## src/hdl/bcs_pkg.sv

```systemverilog
`timescale 1ns / 1ps

package bcs_pkg;

    localparam int MAX_PERIOD = 64;
    localparam int CNT_W      = $clog2(MAX_PERIOD);
    localparam int PRICE_W    = 32;
    localparam int PER_W      = 7;
    localparam int SUM_W      = PRICE_W + CNT_W;
    localparam int AVG_W      = PRICE_W + 16;
    localparam int ALPHA_W    = 17;

    localparam logic [PER_W-1:0] IDX_MAX    = 7'd127;
    localparam logic [PER_W-1:0] STREAK_MAX = 7'd127;

    // Rule numbers.
    localparam logic [4:0] RULE_ALWAYS    = 5'd0;
    localparam logic [4:0] RULE_ABOVE     = 5'd1;
    localparam logic [4:0] RULE_BELOW     = 5'd2;
    localparam logic [4:0] RULE_SMA_X_UP  = 5'd3;
    localparam logic [4:0] RULE_SMA_X_DN  = 5'd4;
    localparam logic [4:0] RULE_HIGH_BRK  = 5'd5;
    localparam logic [4:0] RULE_LOW_BRK   = 5'd6;
    localparam logic [4:0] RULE_CROSS_UP  = 5'd7;
    localparam logic [4:0] RULE_CROSS_DN  = 5'd8;
    localparam logic [4:0] RULE_OVER_AVG  = 5'd9;
    localparam logic [4:0] RULE_UNDER_AVG = 5'd10;
    localparam logic [4:0] RULE_SLOPE_UP  = 5'd11;
    localparam logic [4:0] RULE_SLOPE_DN  = 5'd12;
    localparam logic [4:0] RULE_BULL      = 5'd13;
    localparam logic [4:0] RULE_BEAR      = 5'd14;
    localparam logic [4:0] RULE_VOL_HI    = 5'd15;
    localparam logic [4:0] RULE_VOL_LO    = 5'd16;
    localparam logic [4:0] RULE_STREAK_UP = 5'd17;
    localparam logic [4:0] RULE_STREAK_DN = 5'd18;
    localparam logic [4:0] RULE_CHG_UP    = 5'd19;
    localparam logic [4:0] RULE_CHG_DN    = 5'd20;
    localparam logic [4:0] RULE_INSIDE    = 5'd21;
    localparam logic [4:0] RULE_GAP_UP    = 5'd22;
    localparam logic [4:0] RULE_GAP_DN    = 5'd23;

    // Configuration register indexes.
    localparam logic [2:0] CFG_KIND   = 3'd0;
    localparam logic [2:0] CFG_AVG    = 3'd1;
    localparam logic [2:0] CFG_P1     = 3'd2;
    localparam logic [2:0] CFG_P2     = 3'd3;
    localparam logic [2:0] CFG_P3     = 3'd4;
    localparam logic [2:0] CFG_THR    = 3'd5;

    typedef enum logic [2:0] {
        ST_IDLE,
        ST_SCAN,
        ST_PREP,
        ST_MUL,
        ST_CMP
    } t_state;

    typedef struct packed {
        logic [PRICE_W-1:0] close;
        logic [PRICE_W-1:0] high;
        logic [PRICE_W-1:0] low;
        logic [PRICE_W-1:0] volume;
        logic [AVG_W-1:0]   hist;
    } t_bar_rec;

    typedef struct packed {
        logic rotate;
        logic push;
        logic clear;
    } t_cell_ctl;

    typedef struct packed {
        logic go;
        logic clear;
        logic first;
    } t_ema_ctl;

    typedef struct packed {
        logic [4:0]          kind;
        logic                ema;
        logic signed [31:0]  thr;
        logic [PER_W-1:0]    p0;
        logic [PER_W-1:0]    p1;
        logic [PER_W-1:0]    p2;
        logic [PER_W-1:0]    bars;
        logic [PER_W-1:0]    streak;
        logic [PRICE_W-1:0]  o;
        logic [PRICE_W-1:0]  h;
        logic [PRICE_W-1:0]  l;
        logic [PRICE_W-1:0]  c;
        logic [PRICE_W-1:0]  v;
        logic [PRICE_W-1:0]  c0;
        logic [PRICE_W-1:0]  h0;
        logic [PRICE_W-1:0]  l0;
        logic [PRICE_W-1:0]  maxh;
        logic [PRICE_W-1:0]  minl;
        logic [SUM_W-1:0]    sn0;
        logic [SUM_W-1:0]    sn1;
        logic [SUM_W-1:0]    sn2;
        logic [SUM_W-1:0]    sp0;
        logic [SUM_W-1:0]    sp1;
        logic [SUM_W-1:0]    vsn;
        logic [AVG_W-1:0]    e0;
        logic [AVG_W-1:0]    e1;
        logic [AVG_W-1:0]    e2;
        logic [AVG_W-1:0]    ep0;
        logic [AVG_W-1:0]    past;
    } t_judge_in;

    function automatic logic [PER_W-1:0] eff_period(input logic [PER_W-1:0] p);
        logic [PER_W-1:0] r;
        if (p == '0) begin
            r = PER_W'(1);
        end else if (p > PER_W'(MAX_PERIOD)) begin
            r = PER_W'(MAX_PERIOD);
        end else begin
            r = p;
        end
        return r;
    endfunction

    // round(2^17 / (p + 1)) in Q16.
    function automatic logic [ALPHA_W-1:0] alpha_q16(input logic [PER_W-1:0] p);
        logic [ALPHA_W-1:0] a;
        case (p)
            7'd1:  a = 17'd65536;  7'd2:  a = 17'd43691;  7'd3:  a = 17'd32768;
            7'd4:  a = 17'd26214;  7'd5:  a = 17'd21845;  7'd6:  a = 17'd18725;
            7'd7:  a = 17'd16384;  7'd8:  a = 17'd14564;  7'd9:  a = 17'd13107;
            7'd10: a = 17'd11916;  7'd11: a = 17'd10923;  7'd12: a = 17'd10082;
            7'd13: a = 17'd9362;   7'd14: a = 17'd8738;   7'd15: a = 17'd8192;
            7'd16: a = 17'd7710;   7'd17: a = 17'd7282;   7'd18: a = 17'd6899;
            7'd19: a = 17'd6554;   7'd20: a = 17'd6242;   7'd21: a = 17'd5958;
            7'd22: a = 17'd5699;   7'd23: a = 17'd5461;   7'd24: a = 17'd5243;
            7'd25: a = 17'd5041;   7'd26: a = 17'd4855;   7'd27: a = 17'd4681;
            7'd28: a = 17'd4520;   7'd29: a = 17'd4369;   7'd30: a = 17'd4228;
            7'd31: a = 17'd4096;   7'd32: a = 17'd3972;   7'd33: a = 17'd3855;
            7'd34: a = 17'd3745;   7'd35: a = 17'd3641;   7'd36: a = 17'd3542;
            7'd37: a = 17'd3449;   7'd38: a = 17'd3361;   7'd39: a = 17'd3277;
            7'd40: a = 17'd3197;   7'd41: a = 17'd3121;   7'd42: a = 17'd3048;
            7'd43: a = 17'd2979;   7'd44: a = 17'd2913;   7'd45: a = 17'd2849;
            7'd46: a = 17'd2789;   7'd47: a = 17'd2731;   7'd48: a = 17'd2675;
            7'd49: a = 17'd2621;   7'd50: a = 17'd2570;   7'd51: a = 17'd2521;
            7'd52: a = 17'd2473;   7'd53: a = 17'd2427;   7'd54: a = 17'd2383;
            7'd55: a = 17'd2341;   7'd56: a = 17'd2300;   7'd57: a = 17'd2260;
            7'd58: a = 17'd2222;   7'd59: a = 17'd2185;   7'd60: a = 17'd2149;
            7'd61: a = 17'd2114;   7'd62: a = 17'd2081;   7'd63: a = 17'd2048;
            7'd64: a = 17'd2016;
            default: a = '0;
        endcase
        return a;
    endfunction

endpackage

```

## src/hdl/bcs_cell.sv

```systemverilog
`timescale 1ns / 1ps

module bcs_cell
    import bcs_pkg::*;
(
    input  logic      i_clk,
    input  logic      i_rst_n,
    input  t_cell_ctl i_ctl,
    input  t_bar_rec  i_from_prev,
    input  t_bar_rec  i_from_next,
    output t_bar_rec  o_rec
);

    t_bar_rec r_rec;

    always_ff @(posedge i_clk) begin
        if (!i_rst_n) begin
            r_rec <= '0;
        end else if (i_ctl.rotate) begin
            r_rec <= i_from_next;
        end else if (i_ctl.push) begin
            r_rec <= i_ctl.clear ? '0 : i_from_prev;
        end
    end

    assign o_rec = r_rec;

endmodule

```

## config.mk

```make
export PLATFORM = sky130hd
export DESIGN_NAME = bcs_cell
export DESIGN_NICKNAME = d
export VERILOG_FILES = /design/src/hdl/bcs_pkg.sv /design/src/hdl/bcs_cell.sv
export SDC_FILE = /design/constraint.sdc
export NUM_CORES = 1
export LEC_CHECK = 0
export ABC_AREA = 1
export BUFFER_PORTS_ARGS = -buffer_cell sky130_fd_sc_hd__buf_2
export CAP_MARGIN = 20
export CORE_AREA = 2 2 206 208
export CTS_BUF_LIST = sky130_fd_sc_hd__clkbuf_16
export DETAILED_ROUTE_END_ITERATION = 8
export DIE_AREA = 0 0 208 210
export PLACE_DENSITY_LB_ADDON = 0.12
export SLEW_MARGIN = 20
export SYNTH_ARGS = -nofsm -noshare
export SYNTH_HDL_FRONTEND = slang
export SYNTH_SLANG_ARGS = --single-unit
```

## constraint.sdc

```tcl
create_clock -name i_clk -period 1.1 [get_ports i_clk]
set_input_delay 0.11 -clock i_clk [delete_from_list [all_inputs] [get_ports i_clk]]
set_output_delay 0.11 -clock i_clk [all_outputs]
set_load 0.05 [all_outputs]
```

Word-level counts from Yosys, hierarchy flattened
Cells that the tools add are included. W data, S select, Z words.

Bits in registers: 176. Latch bits: 0. RAM bits: 0. Memory bits (read-only): 0. Input bits: 357. Output and inout bits: 176. Logic and storage cells: 9. Memories kept: 0.

Add/sub/neg operators: 0. $mul: 0. Div/mod/pow operators: 0. Magnitude comparators: 0. Equality and inequality tests: 0. Shift-type cells: 0. Multiplexer cells: 3. Bitwise gates (word level): 0. Reductions and logical operators: 1.

Operators with widths (number): $mux W176 (3); $reduce_bool A2 Y1 (1).

Depth between registers and ports, before layout
Depth in word-level cells: 3. Gate-level depth with buffers: 9. Depth with buffers taken out: 6.

Least setup slack after synthesis
Ideal clock, no wire load.

Path kind: input port to flip-flop. From: in i_ctl[2] in the netlist's numbering. To: reg r_rec, in the netlist o_rec[131]. Library setup time: 0.057 ns. Arrival: 0.907 ns. Data required time: 1.043 ns. Setup slack: 0.136 ns. Stages: 8. Buffers on the path: 3. Cell sequence: buf_4 > nor2_4 > buf_4 > buf_4 > nand2_1 > nand3_1 > nand2_1 > inv_1.

Word-level cells in the longest chain between the ends: 1. Elaborated cells on any way between the ends: 2. Those cells by class: mux (1); reduce/logical (1).

RTL lines: from (decl) (RTL line bcs_cell.sv:8) `input t_cell_ctl i_ctl,`; $mux W176 or $reduce_bool A2 Y1 (tied branches); to (signal assigned) (RTL line bcs_cell.sv:20) `r_rec <= i_from_next;`; to (signal assigned) (RTL line bcs_cell.sv:22) `r_rec <= i_ctl.clear ? '0 : i_from_prev;`; to (decl) (RTL line bcs_cell.sv:14) `t_bar_rec r_rec;`.

Parallel ways exist; a longest one is shown, timed or not. A chain may end at the register's enable or synchronous reset.

Worst setup path in the final report
From: reg r_rec, in the netlist o_rec[46]. To: out o_rec[46] in the netlist's numbering.

RTL lines: to (decl) (RTL line bcs_cell.sv:11) `output t_bar_rec o_rec`.

No word-level cell between the ends.

==> flow_metrics.tcl <==
set metrics [dict create \
    run_status "completed" \
    start_kind "flop" \
    totalWireLength_mm 43.3 \
    finalWorstSetupSlack_ps 15.3 \
    ys_seq_area_frac 0.367 \
    r2r_start "o_rec[125]" \
    cellPowerDensity_mw_per_mm2 1050 \
    clock_sinks 176 \
    period_share 0.986 \
    slew-limit-headroom 0.755 \
    core_mm2 0.0415 \
    cap_violations 0 \
    grt_pass1_wl_mm 66.9 \
    hp-start "i_from_prev[151]" \
    synth.net_count 2041 \
    dr.pass1.iters 5 \
    start_util 0.232 \
    arrival_ps 970 \
    io_buffers 532 \
    io_pins 533 \
    dieArea_mm2 0.0437 \
    dp_slack_ps -62.3 \
    grt_pass1_vias 12500 \
    endpoint_kind "primary output" \
    criticalPathCategory "reg2out" \
    n_fill_cell 4308 \
    ys_types 9 \
    finalCriticalPeriod_ps 1080 \
    largest_register_ffs 176 \
    fin_nets 2855 \
    min_path_cells 7 \
    power_mw 19.5 \
    min_path_type "in2reg" \
    rsz0062_at_grt "yes" \
    wl_per_cell_um 14.2 \
    cts_made_buffers 17 \
    synth_area_per_cell_um2 5.71 \
    ant_nets 0 \
    row_count 75 \
    slowest_stage "dfxtp_4" \
    cts_tree "done" \
    gp_congestion 0.851 \
    num_vias 12600 \
    die_y_um 210 \
    setup_viol 0 \
    reg2reg_slack_ps 320 \
    fmax_ghz 0.922 \
    clk_pin_slew_ps 70 \
    postSynthCellCount 1684 \
    drt-vias-per-instance 4.11 \
    netlist_area_mm2 0.00961 \
    holdPathEnd "o_rec[151]" \
    final_cell_area_mm2 0.0186 \
    timing.critical_path.buf_inv 1 \
    clk_latency_ps 450 \
    grt_util_all_layers 0.193 \
    reg2reg_depth 5 \
    worstPathCellList "buf_8" \
    p_leak_nw 11.1 \
    drcViolationCount 0 \
    antenna_found_initial 5 \
    cts_buffer_depth 2 \
    worstMarginPinSlew_ps 367 \
    area_growth_pct 93.8 \
    final_common_cell "nand2_1" \
    cts_htree_levels 4 \
    worstReg2RegEnd "o_rec[125]" \
    clockRootBuffer "clkbuf_16" \
    cp_max_fo 2 \
    hold_viol_final 0 \
    tns_ps 0 \
    ys_ff_latch 176 \
    overflow 0 \
    dr.first_iter.drc_count 627 \
    grt_max_degree 69 \
    required_ps 990 \
    layout_common_cells "nand2_1, inv_1, buf_2" \
    critPathMaxStageDelay_ps 370 \
    dp_hpwl_mm 31.4 \
    clock_skew_ps 0 \
    placed_area_mm2 0.0133 \
    yosysWarningCount 0 \
    drive_above_1_share 0.324 \
    cpLargestDelayFamily "flip-flops" \
    peakVddDrop_uv 873 \
    drv_slew 0 \
    die_w_um 208 \
]
## cell usage after synthesis
cell | count | area, um2
nor2_4 | 2 | 22.5
nand3_1 | 176 | 881
clkbuf_1 | 6 | 22.5
dfxtp_1 | 176 | 3520
nand2_1 | 880 | 3300
buf_1 | 7 | 26.3
inv_1 | 352 | 1320
buf_4 | 33 | 248
buf_2 | 52 | 260
## how the worst max path moves through the flow
stage	startpoint	end	slack [ps]	cells after the start
after floorplan	i_ctl[2]	o_rec[131]	140	8
after global placement	i_ctl[0]	o_rec[39]	-30	8
after detailed placement	i_ctl[0]	o_rec[39]	-60	8
after CTS	o_rec[46]	o_rec[46]	-30	1
after global routing	o_rec[40]	o_rec[40]	-30	1
final	o_rec[46]	o_rec[46]	20	1
## metrics by stage
step                      hold WS (ps)   util  cells
after floorplan                    310      -   1684
after global placement             401  0.321   2727
after detailed placement           409  0.321   2727
after CTS                        0.592  0.444   3045
after global routing              37.3  0.449   3052
final                             36.8  0.449   3052
## cell families after synthesis
| family | synth area share |
|---|---|
| buf+inv | 0.195 |
| simple gates | 0.438 |
| flops | 0.367 |
## power by group
part | leakage (nW) | switching, mW | internal, mW
clock | 0.291 | 2.71 | 3.52
sequential | 1.52 | 0.342 | 6.84
combinational | 9.32 | 3.22 | 2.87
## area by class of cell
type,count,area (um2),area share
repair buffers,893,8080,0.434
multi-input cells,1058,4210,0.226
flip-flops and latches,176,3760,0.202
inverters,352,1320,0.0709
well taps,539,674,0.0362
clock buffers,17,425,0.0228
clock inverters,14,153,0.00820
diodes,3,7.51,0.000403
## worst min-delay path, cell delays in order
cell and delay [ps]:
buf_2 70, nand2_1 40, inv_1 40, nand2_1 40, nand3_1 60, nand2_1 50, inv_1 40
## per-layer routing
layer,wire length (um),part of all wire,GRT usage,up-vias
li1,-,-,-,6438
met1,17500,0.40,0.218,5637
met2,21600,0.50,0.340,395
met3,2590,0.060,0.0502,76
met4,1530,0.035,0.0905,4
met5,26,0.00060,0,-
## repair_timing
item,CTS,global route
gates cloned,0,0
setup buffers,3,4
setup endpoints to repair,176,145
endpoints found under the hold margin,176,0
gates resized for setup,622,48
hold buffers,284,0
Power figures use the tool's default switching activity.
