===== config.mk =====
export PLATFORM = sky130hd
export DESIGN_NAME = bcs_ema
export DESIGN_NICKNAME = d
export VERILOG_FILES = /design/src/hdl/bcs_pkg.sv /design/src/hdl/bcs_ema.sv
export SDC_FILE = /design/constraint.sdc
export NUM_CORES = 2
export LEC_CHECK = 0
export BUFFER_PORTS_ARGS = -buffer_cell sky130_fd_sc_hd__buf_2
export CELL_PAD_IN_SITES_DETAIL_PLACEMENT = 1
export CELL_PAD_IN_SITES_GLOBAL_PLACEMENT = 1
export CORE_MARGIN = 1
export CORE_UTILIZATION = 40
export DETAILED_ROUTE_END_ITERATION = 8
export GPL_TIMING_DRIVEN = 0
export PLACE_DENSITY_LB_ADDON = 0.1
export SLEW_MARGIN = 0
export SYNTH_ARGS = -nofsm -noshare
export SYNTH_HDL_FRONTEND = slang
export SYNTH_SLANG_ARGS = --single-unit

===== constraint.sdc =====
create_clock -name i_clk -period 9.1 [get_ports i_clk]
set_input_delay 0.455 -clock i_clk [delete_from_list [all_inputs] [get_ports i_clk]]
set_output_delay 0.455 -clock i_clk [all_outputs]
set_load 0.02 [all_outputs]

===== src/hdl/bcs_pkg.sv =====
`timescale 1ns / 1ps

package bcs_pkg;

    localparam int MAX_PERIOD = 64;
    localparam int CNT_W      = $clog2(MAX_PERIOD);
    localparam int PRICE_W    = 32;
    localparam int PER_W      = 7;
    localparam int SUM_W      = PRICE_W + CNT_W;
    localparam int AVG_W      = PRICE_W + 16;
    localparam int ALPHA_W    = 17;

    localparam logic [PER_W-1:0] IDX_MAX    = 7'd127;
    localparam logic [PER_W-1:0] STREAK_MAX = 7'd127;

    // Rule numbers.
    localparam logic [4:0] RULE_ALWAYS    = 5'd0;
    localparam logic [4:0] RULE_ABOVE     = 5'd1;
    localparam logic [4:0] RULE_BELOW     = 5'd2;
    localparam logic [4:0] RULE_SMA_X_UP  = 5'd3;
    localparam logic [4:0] RULE_SMA_X_DN  = 5'd4;
    localparam logic [4:0] RULE_HIGH_BRK  = 5'd5;
    localparam logic [4:0] RULE_LOW_BRK   = 5'd6;
    localparam logic [4:0] RULE_CROSS_UP  = 5'd7;
    localparam logic [4:0] RULE_CROSS_DN  = 5'd8;
    localparam logic [4:0] RULE_OVER_AVG  = 5'd9;
    localparam logic [4:0] RULE_UNDER_AVG = 5'd10;
    localparam logic [4:0] RULE_SLOPE_UP  = 5'd11;
    localparam logic [4:0] RULE_SLOPE_DN  = 5'd12;
    localparam logic [4:0] RULE_BULL      = 5'd13;
    localparam logic [4:0] RULE_BEAR      = 5'd14;
    localparam logic [4:0] RULE_VOL_HI    = 5'd15;
    localparam logic [4:0] RULE_VOL_LO    = 5'd16;
    localparam logic [4:0] RULE_STREAK_UP = 5'd17;
    localparam logic [4:0] RULE_STREAK_DN = 5'd18;
    localparam logic [4:0] RULE_CHG_UP    = 5'd19;
    localparam logic [4:0] RULE_CHG_DN    = 5'd20;
    localparam logic [4:0] RULE_INSIDE    = 5'd21;
    localparam logic [4:0] RULE_GAP_UP    = 5'd22;
    localparam logic [4:0] RULE_GAP_DN    = 5'd23;

    // Configuration register indexes.
    localparam logic [2:0] CFG_KIND   = 3'd0;
    localparam logic [2:0] CFG_AVG    = 3'd1;
    localparam logic [2:0] CFG_P1     = 3'd2;
    localparam logic [2:0] CFG_P2     = 3'd3;
    localparam logic [2:0] CFG_P3     = 3'd4;
    localparam logic [2:0] CFG_THR    = 3'd5;

    typedef enum logic [2:0] {
        ST_IDLE,
        ST_SCAN,
        ST_PREP,
        ST_MUL,
        ST_CMP
    } t_state;

    typedef struct packed {
        logic [PRICE_W-1:0] close;
        logic [PRICE_W-1:0] high;
        logic [PRICE_W-1:0] low;
        logic [PRICE_W-1:0] volume;
        logic [AVG_W-1:0]   hist;
    } t_bar_rec;

    typedef struct packed {
        logic rotate;
        logic push;
        logic clear;
    } t_cell_ctl;

    typedef struct packed {
        logic go;
        logic clear;
        logic first;
    } t_ema_ctl;

    typedef struct packed {
        logic [4:0]          kind;
        logic                ema;
        logic signed [31:0]  thr;
        logic [PER_W-1:0]    p0;
        logic [PER_W-1:0]    p1;
        logic [PER_W-1:0]    p2;
        logic [PER_W-1:0]    bars;
        logic [PER_W-1:0]    streak;
        logic [PRICE_W-1:0]  o;
        logic [PRICE_W-1:0]  h;
        logic [PRICE_W-1:0]  l;
        logic [PRICE_W-1:0]  c;
        logic [PRICE_W-1:0]  v;
        logic [PRICE_W-1:0]  c0;
        logic [PRICE_W-1:0]  h0;
        logic [PRICE_W-1:0]  l0;
        logic [PRICE_W-1:0]  maxh;
        logic [PRICE_W-1:0]  minl;
        logic [SUM_W-1:0]    sn0;
        logic [SUM_W-1:0]    sn1;
        logic [SUM_W-1:0]    sn2;
        logic [SUM_W-1:0]    sp0;
        logic [SUM_W-1:0]    sp1;
        logic [SUM_W-1:0]    vsn;
        logic [AVG_W-1:0]    e0;
        logic [AVG_W-1:0]    e1;
        logic [AVG_W-1:0]    e2;
        logic [AVG_W-1:0]    ep0;
        logic [AVG_W-1:0]    past;
    } t_judge_in;

    function automatic logic [PER_W-1:0] eff_period(input logic [PER_W-1:0] p);
        logic [PER_W-1:0] r;
        if (p == '0) begin
            r = PER_W'(1);
        end else if (p > PER_W'(MAX_PERIOD)) begin
            r = PER_W'(MAX_PERIOD);
        end else begin
            r = p;
        end
        return r;
    endfunction

    // round(2^17 / (p + 1)) in Q16.
    function automatic logic [ALPHA_W-1:0] alpha_q16(input logic [PER_W-1:0] p);
        logic [ALPHA_W-1:0] a;
        case (p)
            7'd1:  a = 17'd65536;  7'd2:  a = 17'd43691;  7'd3:  a = 17'd32768;
            7'd4:  a = 17'd26214;  7'd5:  a = 17'd21845;  7'd6:  a = 17'd18725;
            7'd7:  a = 17'd16384;  7'd8:  a = 17'd14564;  7'd9:  a = 17'd13107;
            7'd10: a = 17'd11916;  7'd11: a = 17'd10923;  7'd12: a = 17'd10082;
            7'd13: a = 17'd9362;   7'd14: a = 17'd8738;   7'd15: a = 17'd8192;
            7'd16: a = 17'd7710;   7'd17: a = 17'd7282;   7'd18: a = 17'd6899;
            7'd19: a = 17'd6554;   7'd20: a = 17'd6242;   7'd21: a = 17'd5958;
            7'd22: a = 17'd5699;   7'd23: a = 17'd5461;   7'd24: a = 17'd5243;
            7'd25: a = 17'd5041;   7'd26: a = 17'd4855;   7'd27: a = 17'd4681;
            7'd28: a = 17'd4520;   7'd29: a = 17'd4369;   7'd30: a = 17'd4228;
            7'd31: a = 17'd4096;   7'd32: a = 17'd3972;   7'd33: a = 17'd3855;
            7'd34: a = 17'd3745;   7'd35: a = 17'd3641;   7'd36: a = 17'd3542;
            7'd37: a = 17'd3449;   7'd38: a = 17'd3361;   7'd39: a = 17'd3277;
            7'd40: a = 17'd3197;   7'd41: a = 17'd3121;   7'd42: a = 17'd3048;
            7'd43: a = 17'd2979;   7'd44: a = 17'd2913;   7'd45: a = 17'd2849;
            7'd46: a = 17'd2789;   7'd47: a = 17'd2731;   7'd48: a = 17'd2675;
            7'd49: a = 17'd2621;   7'd50: a = 17'd2570;   7'd51: a = 17'd2521;
            7'd52: a = 17'd2473;   7'd53: a = 17'd2427;   7'd54: a = 17'd2383;
            7'd55: a = 17'd2341;   7'd56: a = 17'd2300;   7'd57: a = 17'd2260;
            7'd58: a = 17'd2222;   7'd59: a = 17'd2185;   7'd60: a = 17'd2149;
            7'd61: a = 17'd2114;   7'd62: a = 17'd2081;   7'd63: a = 17'd2048;
            7'd64: a = 17'd2016;
            default: a = '0;
        endcase
        return a;
    endfunction

endpackage


===== src/hdl/bcs_ema.sv =====
`timescale 1ns / 1ps

module bcs_ema
    import bcs_pkg::*;
(
    input  logic               i_clk,
    input  logic               i_rst_n,
    input  t_ema_ctl           i_ctl,
    input  logic [PRICE_W-1:0] i_close,
    input  logic [PER_W-1:0]   i_period [3],
    output logic [AVG_W-1:0]   o_avg [3],
    output logic [AVG_W-1:0]   o_prev [3]
);

    localparam logic [1:0] PH_DIFF = 2'd0;
    localparam logic [1:0] PH_MUL  = 2'd1;
    localparam logic [1:0] PH_ADD  = 2'd2;

    logic [AVG_W-1:0]   r_avg [3];
    logic [AVG_W-1:0]   r_prev [3];
    logic               r_busy;
    logic [1:0]         r_k;
    logic [1:0]         r_ph;
    logic               r_up;
    logic [AVG_W-1:0]   r_diff;
    logic [48:0]        r_hi;
    logic [ALPHA_W-1:0] r_lo;

    logic [AVG_W-1:0]   w_x;
    logic [AVG_W-1:0]   w_old;
    logic [ALPHA_W-1:0] w_alpha;
    logic [48:0]        w_hi;
    logic [32:0]        w_lo_full;
    logic [48:0]        w_step;
    logic [AVG_W-1:0]   w_new;

    assign w_x       = {i_close, 16'h0000};
    assign w_old     = i_ctl.clear ? '0 : r_avg[r_k];
    assign w_alpha   = alpha_q16(i_period[r_k]);
    assign w_hi      = r_diff[AVG_W-1:16] * w_alpha;
    assign w_lo_full = r_diff[15:0] * w_alpha;
    assign w_step    = r_hi + 49'(r_lo);

    always_comb begin
        if (i_ctl.first) begin
            w_new = w_x;
        end else if (r_up) begin
            w_new = w_old + w_step[AVG_W-1:0];
        end else begin
            w_new = w_old - w_step[AVG_W-1:0];
        end
    end

    // One shared step unit walks the three averages: difference, scale, update.
    always_ff @(posedge i_clk) begin
        if (!i_rst_n) begin
            r_busy <= 1'b0;
            r_k    <= '0;
            r_ph   <= PH_DIFF;
            r_avg  <= '{default: '0};
            r_prev <= '{default: '0};
        end else if (i_ctl.go) begin
            r_busy <= 1'b1;
            r_k    <= '0;
            r_ph   <= PH_DIFF;
        end else if (r_busy) begin
            case (r_ph)
                PH_DIFF: begin
                    r_up   <= w_x >= w_old;
                    r_diff <= (w_x >= w_old) ? w_x - w_old : w_old - w_x;
                    r_ph   <= PH_MUL;
                end
                PH_MUL: begin
                    r_hi <= w_hi;
                    r_lo <= w_lo_full[32:16];
                    r_ph <= PH_ADD;
                end
                PH_ADD: begin
                    r_avg[r_k]  <= w_new;
                    r_prev[r_k] <= w_old;
                    r_ph        <= PH_DIFF;
                    if (r_k == 2'd2) begin
                        r_busy <= 1'b0;
                    end else begin
                        r_k <= r_k + 2'd1;
                    end
                end
                default: r_ph <= PH_DIFF;
            endcase
        end
    end

    assign o_avg  = r_avg;
    assign o_prev = r_prev;

endmodule


# After elaboration in Yosys (flattened, before gate mapping)
# Memory sizes are Yosys's and may differ from the RTL's.
# Index checks and enable logic that the tools add are counted.
# totals
memories	1
ff_bits	407
rom_bits	2176
word_cells	58
output_inout_bits	288
inputBits	58
# op_classes
order_cmp	3
n_mul	2
add_sub_neg	6
muxes	19
n_eq_ne	3
n_bitwise	4
reduce_logical	7
# mem_list
memory	words	width	read_ports	rd_clocked_by_memory_dff	wr	line_no	source
(name not given)	128	17	1	0	0	bcs_pkg.sv:125	case (p)
# op_table
op	n
$mux 48	7
$bwmux 144	2
$sub 48x48->48	3
$bmux 48 s2	1
$demux 48 s2	1
$add 48x17->48	1
$add 48x48->48	1
$ge 48x48->1	1
$mul 32x17->48	1
$mul 16x17->33	1
$bmux 7 s2	1
$mux 7	2
$reduce_and 4->1	2
$reduce_and 3->1	2
$eq 2x2->1 const B	2
$mux 1	4
$pmux 2 s2	1
$ge 3x3->1 const B	1
$lt 3x1->1 const B	1
$not 1->1	3
$not 2->3	1
$add 2x1->2 const B	1
$eq 2x1->1 const B	1
$logic_not 2->1	1
other kinds (2)	2

# Depth between registers and ports, before layout
# logic_depth
ltp_word	9
depth_mapped	42

# Worst setup path before layout
# No wires, ideal clock.
# synth_timing
path_type	register to register
startpoint	register r_k[0]
endpoint	register r_hi[46] (data pin)
setup_slack_ns	-0.414
stages_incl_launch_ff	41
n_path_buf	6
t_arrival_ns	9.251
t_required_ns	8.836
setup_time_ns	0.264
cell_sequence	dfxtp_1 buf_2 buf_2 buf_2 mux2i_1 o21ai_1 inv_1 ha_1 clkbuf_1 nand2b_1 a31oi_1 nor2_1 a31oi_1 o21ai_0 a211oi_1 clkbuf_1 clkbuf_1 and2_1 [5 not listed] fa_1 fa_1 inv_1 fa_1 inv_1 ha_1 a21o_1 a21o_1 a21oi_1 o22ai_1 a41oi_1 a22oi_1 a221oi_1 o21ai_0 a21o_1 a31o_2 a221oi_1 xnor2_1
# synth_via
elab_chain_len	6
# synth_lines
item	line_no	source
from (decl)	bcs_ema.sv:22	logic [1:0] r_k;
from (signal assigned)	bcs_ema.sv:85	r_k <= r_k + 2'd1;
$not 2->3 (not written as such)	bcs_ema.sv:39	assign w_alpha = alpha_q16(i_period[r_k]);
$bmux 7 s2	bcs_ema.sv:39	
$mux 7 (not written as such) (2 in a row)	bcs_ema.sv:39	
$mem_v2 128x17	--	
$mul 32x17->48	bcs_ema.sv:40	assign w_hi = r_diff[AVG_W-1:16] * w_alpha;
via w_hi[46]	bcs_ema.sv:32	logic [48:0] w_hi;
to (signal assigned)	bcs_ema.sv:74	r_hi <= w_hi;
to (decl)	bcs_ema.sv:26	logic [48:0] r_hi;
# The timed path passes the listed nets, and every way through them passes these cells. The select of a mux whose other input is x is not followed.
# A chain may end at the register's enable or synchronous reset.

# Worst setup path in the final report
# layout_timing
startpoint	register r_k[0]
endpoint	register r_lo[16] (data pin)
# layout_via
elab_chain_len	6
# layout_lines
item	line_no	source
$not 2->3 (not written as such)	bcs_ema.sv:39	
$bmux 7 s2	bcs_ema.sv:39	
$mux 7 (not written as such) (2 in a row)	bcs_ema.sv:39	
$mem_v2 128x17	--	
$mul 16x17->33	bcs_ema.sv:41	assign w_lo_full = r_diff[15:0] * w_alpha;
via w_lo_full[32]	bcs_ema.sv:33	logic [32:0] w_lo_full;
to (signal assigned)	bcs_ema.sv:75	r_lo <= w_lo_full[32:16];
to (decl)	bcs_ema.sv:27	logic [ALPHA_W-1:0] r_lo;
# The timed path passes the listed nets, and every way through them passes these cells. The select of a mux whose other input is x is not followed.

==> results.json <==
{
  "outcome": "finished with violations",
  "violations": "negative setup slack",
  "syn_inst": 6175,
  "cp_top_family": "adder cells",
  "initial_utilization_pct": 40.5,
  "worst_slack_ps": -335,
  "place_inst": 8185,
  "slowest_delay_ps": 570,
  "arrival_ps": 9790,
  "port_buffers": 344,
  "overflow": 0,
  "synthArstFlopShare_pct": 0,
  "min_period_ps": 9440,
  "dieWidth_um": 360,
  "share_comb_of_total_power_pct": 69.6,
  "path_buf_inv": 11,
  "firstDrtPassIters": 5,
  "grt_use_total_pct": 35.4,
  "drive_gt1_share_pct": 14.2,
  "p_sw_share_pct": 47.8,
  "p_leak_nw": 28.1,
  "grt_max_degree": 14,
  "drtAntennaViolNets": 0,
  "finalNetCount": 7797,
  "grt_pass1_wl_mm": 339,
  "antenna_found_initial": 35,
  "gp_congestion": 0.965,
  "hp-class": "in2reg",
  "dr_total_vias": 47163,
  "r2r-end": "r_lo[16]$_DFFE_PP_",
  "grt_pass1_vias": 49986,
  "post-place-ws_ps": -5050,
  "wirelength_mm": 232,
  "required_ps": 9460,
  "power.density_nw_per_um2": 217,
  "postCtsHoldBufs": 0,
  "min_to": "r_busy$_SDFF_PN0_",
  "critPathKind": "reg2reg",
  "rsz0062_at_grt": "true",
  "crit_fanout": 6,
  "reg2regPathDepth": 40,
  "cap_violations": 0,
  "vias_per_cell": 5.60,
  "ioPinCount": 346,
  "slew_headroom_pct": 11.3,
  "p_int_mw": 6.83,
  "hold_depth": 3,
  "core_area_um2": 126000,
  "cts.clk_slew.worst_paths_ps": 60,
  "hpwl_mm": 187,
  "tritoncts": "built",
  "pwr-share-clk_pct": 13.6,
  "max-vdd-ir-drop_mv": 0.304,
  "crit_path_end_kind": "register",
  "die_h_um": 360,
  "avgSynthCellArea_um2": 8.28,
  "htreeDepth": 2,
  "final-setup-viol-count": 12,
  "yosysWarnings": 0,
  "drc": 0,
  "syn_nets": 7254,
  "clkLatencyLatePin_ps": 640,
  "syn-cell-area_um2": 51100,
  "rr_startpoint": "r_k[0]$_SDFFE_PN0P_",
  "area_growth_pct": 18.1,
  "synth-seq-cells": 407,
  "cts_made_buffers": 43,
  "clock-skew-final_ps": 52.3,
  "rows": 130,
  "utilization_pct": 47.8,
  "fin_cells": 8419,
  "ys.flop_type": "dfxtp_1",
  "cts_sinks": 407,
  "max_freq_ghz": 0.106,
  "wl_per_cell_um": 27.5,
  "die_area_um2": 129000,
  "drtIter0Drc": 2985,
  "p_switching_mw": 6.25,
  "finalCritPeriodShare_pct": 104,
  "crit_top_cell": "fa_1",
  "clockRootBuffer": "clkbuf_16",
  "synth_edf_count": 114,
  "reg2reg_setup_slack_ps": -340,
  "cp-start-kind": "register",
  "synth.distinct_cells": 107,
  "tightest_slew_ps": 1320,
  "yosysSeqAreaShare_pct": 18.2,
  "slew_viol_final": 0,
  "sequentialPowerShare_pct": 16.8,
  "cpMaxStageDelayCell": "fa_1",
  "min_from": "i_ctl[2]",
  "hold_violations": 0,
  "total_power_mw": 13.1,
  "cts_buffer_depth": 3
}
==> synthesized netlist by cell type (all sizes together) (6+ instances only) <==
master,n,share of area (%)
a2111oi,12,0.24
a211oi,50,0.74
a21boi,6,0.088
a21o,130,1.9
a21oi,481,4.7
a221o,6,0.12
a221oi,15,0.29
a311oi,7,0.12
a31o,6,0.10
a31oi,36,0.44
a41oi,8,0.15
and2,346,4.2
and3,53,0.66
and4,11,0.19
buf,62,0.54
clkbuf,295,2.2
dfxtp,293,11
edfxtp,114,6.7
fa,658,26
ha,363,8.9
inv,866,6.4
mux2,9,0.20
mux2i,61,1.2
nand2,834,6.1
nand2b,28,0.34
nand3,78,0.76
nand4,31,0.40
nor2,519,3.8
nor2b,49,0.60
nor3,61,0.62
nor4,11,0.18
o211ai,30,0.44
o21a,24,0.35
o21ai,189,1.8
o21bai,16,0.23
o22ai,43,0.54
o311a,9,0.18
o311ai,7,0.12
o31ai,21,0.32
or3,11,0.14
xnor2,156,2.7
xor2,81,1.4
==> cells by family after synthesis <==
| group | synth area share, % |
|---|---|
| muxes | 1.44 |
| and+or+nand+nor | 18.6 |
| DFF | 18.2 |
| adders and majority gates | 34.6 |
| buffers and inverters | 9.07 |
| xor gates and xnor gates | 4.06 |
| AOI/OAI and AO/OA | 14.0 |
==> layout by cell type (no fill, tap or decap), types with 29 or more instances in the layout <==
cell / synthesis / layout
ha_1: 363 / 337
buf_1: 35 / 32
mux2i_1: 61 / 54
clkbuf_1: 294 / 219
nor3_1: 59 / 57
edfxtp_1: 114 / 114
a31oi_1: 36 / 31
a21oi_1: 478 / 447
o21ai_0: 178 / 153
nand2_1: 834 / 823
clkbuf_8: 0 / 36
nor2b_1: 49 / 48
nor2_1: 518 / 505
a211oi_1: 49 / 39
fa_1: 658 / 646
o211ai_1: 30 / 30
and2_1: 345 / 335
o22ai_1: 42 / 40
xor2_1: 81 / 77
buf_2: 25 / 356
buf_4: 1 / 136
xnor2_1: 156 / 144
a21o_1: 130 / 130
nand3_1: 78 / 75
inv_1: 864 / 848
dfxtp_1: 293 / 292
and3_1: 52 / 49
nand4_1: 29 / 29
clkbuf_16: 0 / 66
==> flip-flops by register name, indices dropped and copies added (netlist names) <==
signal  count
o_avg     144
o_prev    144
r_diff     48
r_hi       48
r_lo       17
r_k         2
r_ph        2
r_busy      1
r_up        1
==> routing by layer <==
| layer | track usage (%) | wire [µm] |
|---|---|---|
| met2 | 60.5 | 111000 |
| met3 | 4.72 | 13500 |
| met5 | 0 | 120 |
| met4 | 22.2 | 17900 |
| met1 | 42.1 | 89500 |
==> per-stage QoR <==
stage,TNS (ps),cell area [µm²],hold slack [ps]
2_1_floorplan,0,51200,496
3_3_place_gp,-355870,54900,440
3_5_place_dp,-188460,55100,454
4_1_cts,-798,59500,101
5_1_grt,-5000,60400,170
6_report,-2040,60400,140
==> power by group through the flow <==
| stage | Sequential (mW) | Combinational [mW] | Clock, mW |
|---|---|---|---|
| final | 2.20 | 9.11 | 1.78 |
| after global routing | 2.20 | 9.89 | 1.86 |
| after CTS | 2.20 | 8.24 | 1.80 |
| after detailed placement | 2.24 | 7.29 | 0 |
| after global placement | 2.24 | 7.31 | 0 |
| after floorplan | 2.22 | 4.73 | 0 |
==> worst max-delay path by stage <==
stage / slack (ps) / cells past startpoint / startpoint / to
after global placement: -5440 / 39 / r_k[0]$_SDFFE_PN0P_ / r_lo[15]$_DFFE_PP_
after detailed placement: -5050 / 39 / r_k[0]$_SDFFE_PN0P_ / r_lo[16]$_DFFE_PP_
final: -340 / 40 / r_k[0]$_SDFFE_PN0P_ / r_lo[16]$_DFFE_PP_
after global routing: -480 / 40 / r_k[0]$_SDFFE_PN0P_ / r_lo[16]$_DFFE_PP_
after floorplan: 30 / 39 / r_k[0]$_SDFFE_PN0P_ / r_hi[46]$_DFFE_PP_
after CTS: -180 / 39 / r_k[0]$_SDFFE_PN0P_ / r_lo[16]$_DFFE_PP_
==> timing repair <==
item / CTS / global route
setup buffers: 114 / 28
resized for setup: 491 / 144
cloned: 2 / 1
setup endpoints to repair: 104 / 31
pin swaps: 95 / 73
==> cell type report <==
cell class	instances	area, µm²
Clock inverter	14	141
Timing Repair Buffer	503	3140
Clock buffer	62	1250
Inverter	867	3270
Buffer	352	2360
Multi-Input combinational cell	4544	38800
Fill cell	15081	65800
Tap cell	1650	2060
Antenna cell	20	50.0
Sequential cell	407	9290
==> worst reg2reg max path, delay by kind of cell (launching register included) <==
kind / cells / cell delay [ps]
DFF: 1 / 370
and+or+nand+nor: 7 / 1130
muxes: 1 / 260
AOI/OAI and AO/OA: 12 / 2350
xor gates and xnor gates: 1 / 370
buffers and inverters: 11 / 1120
adders and majority gates: 8 / 3520
(Power assumes the default switching activity.)
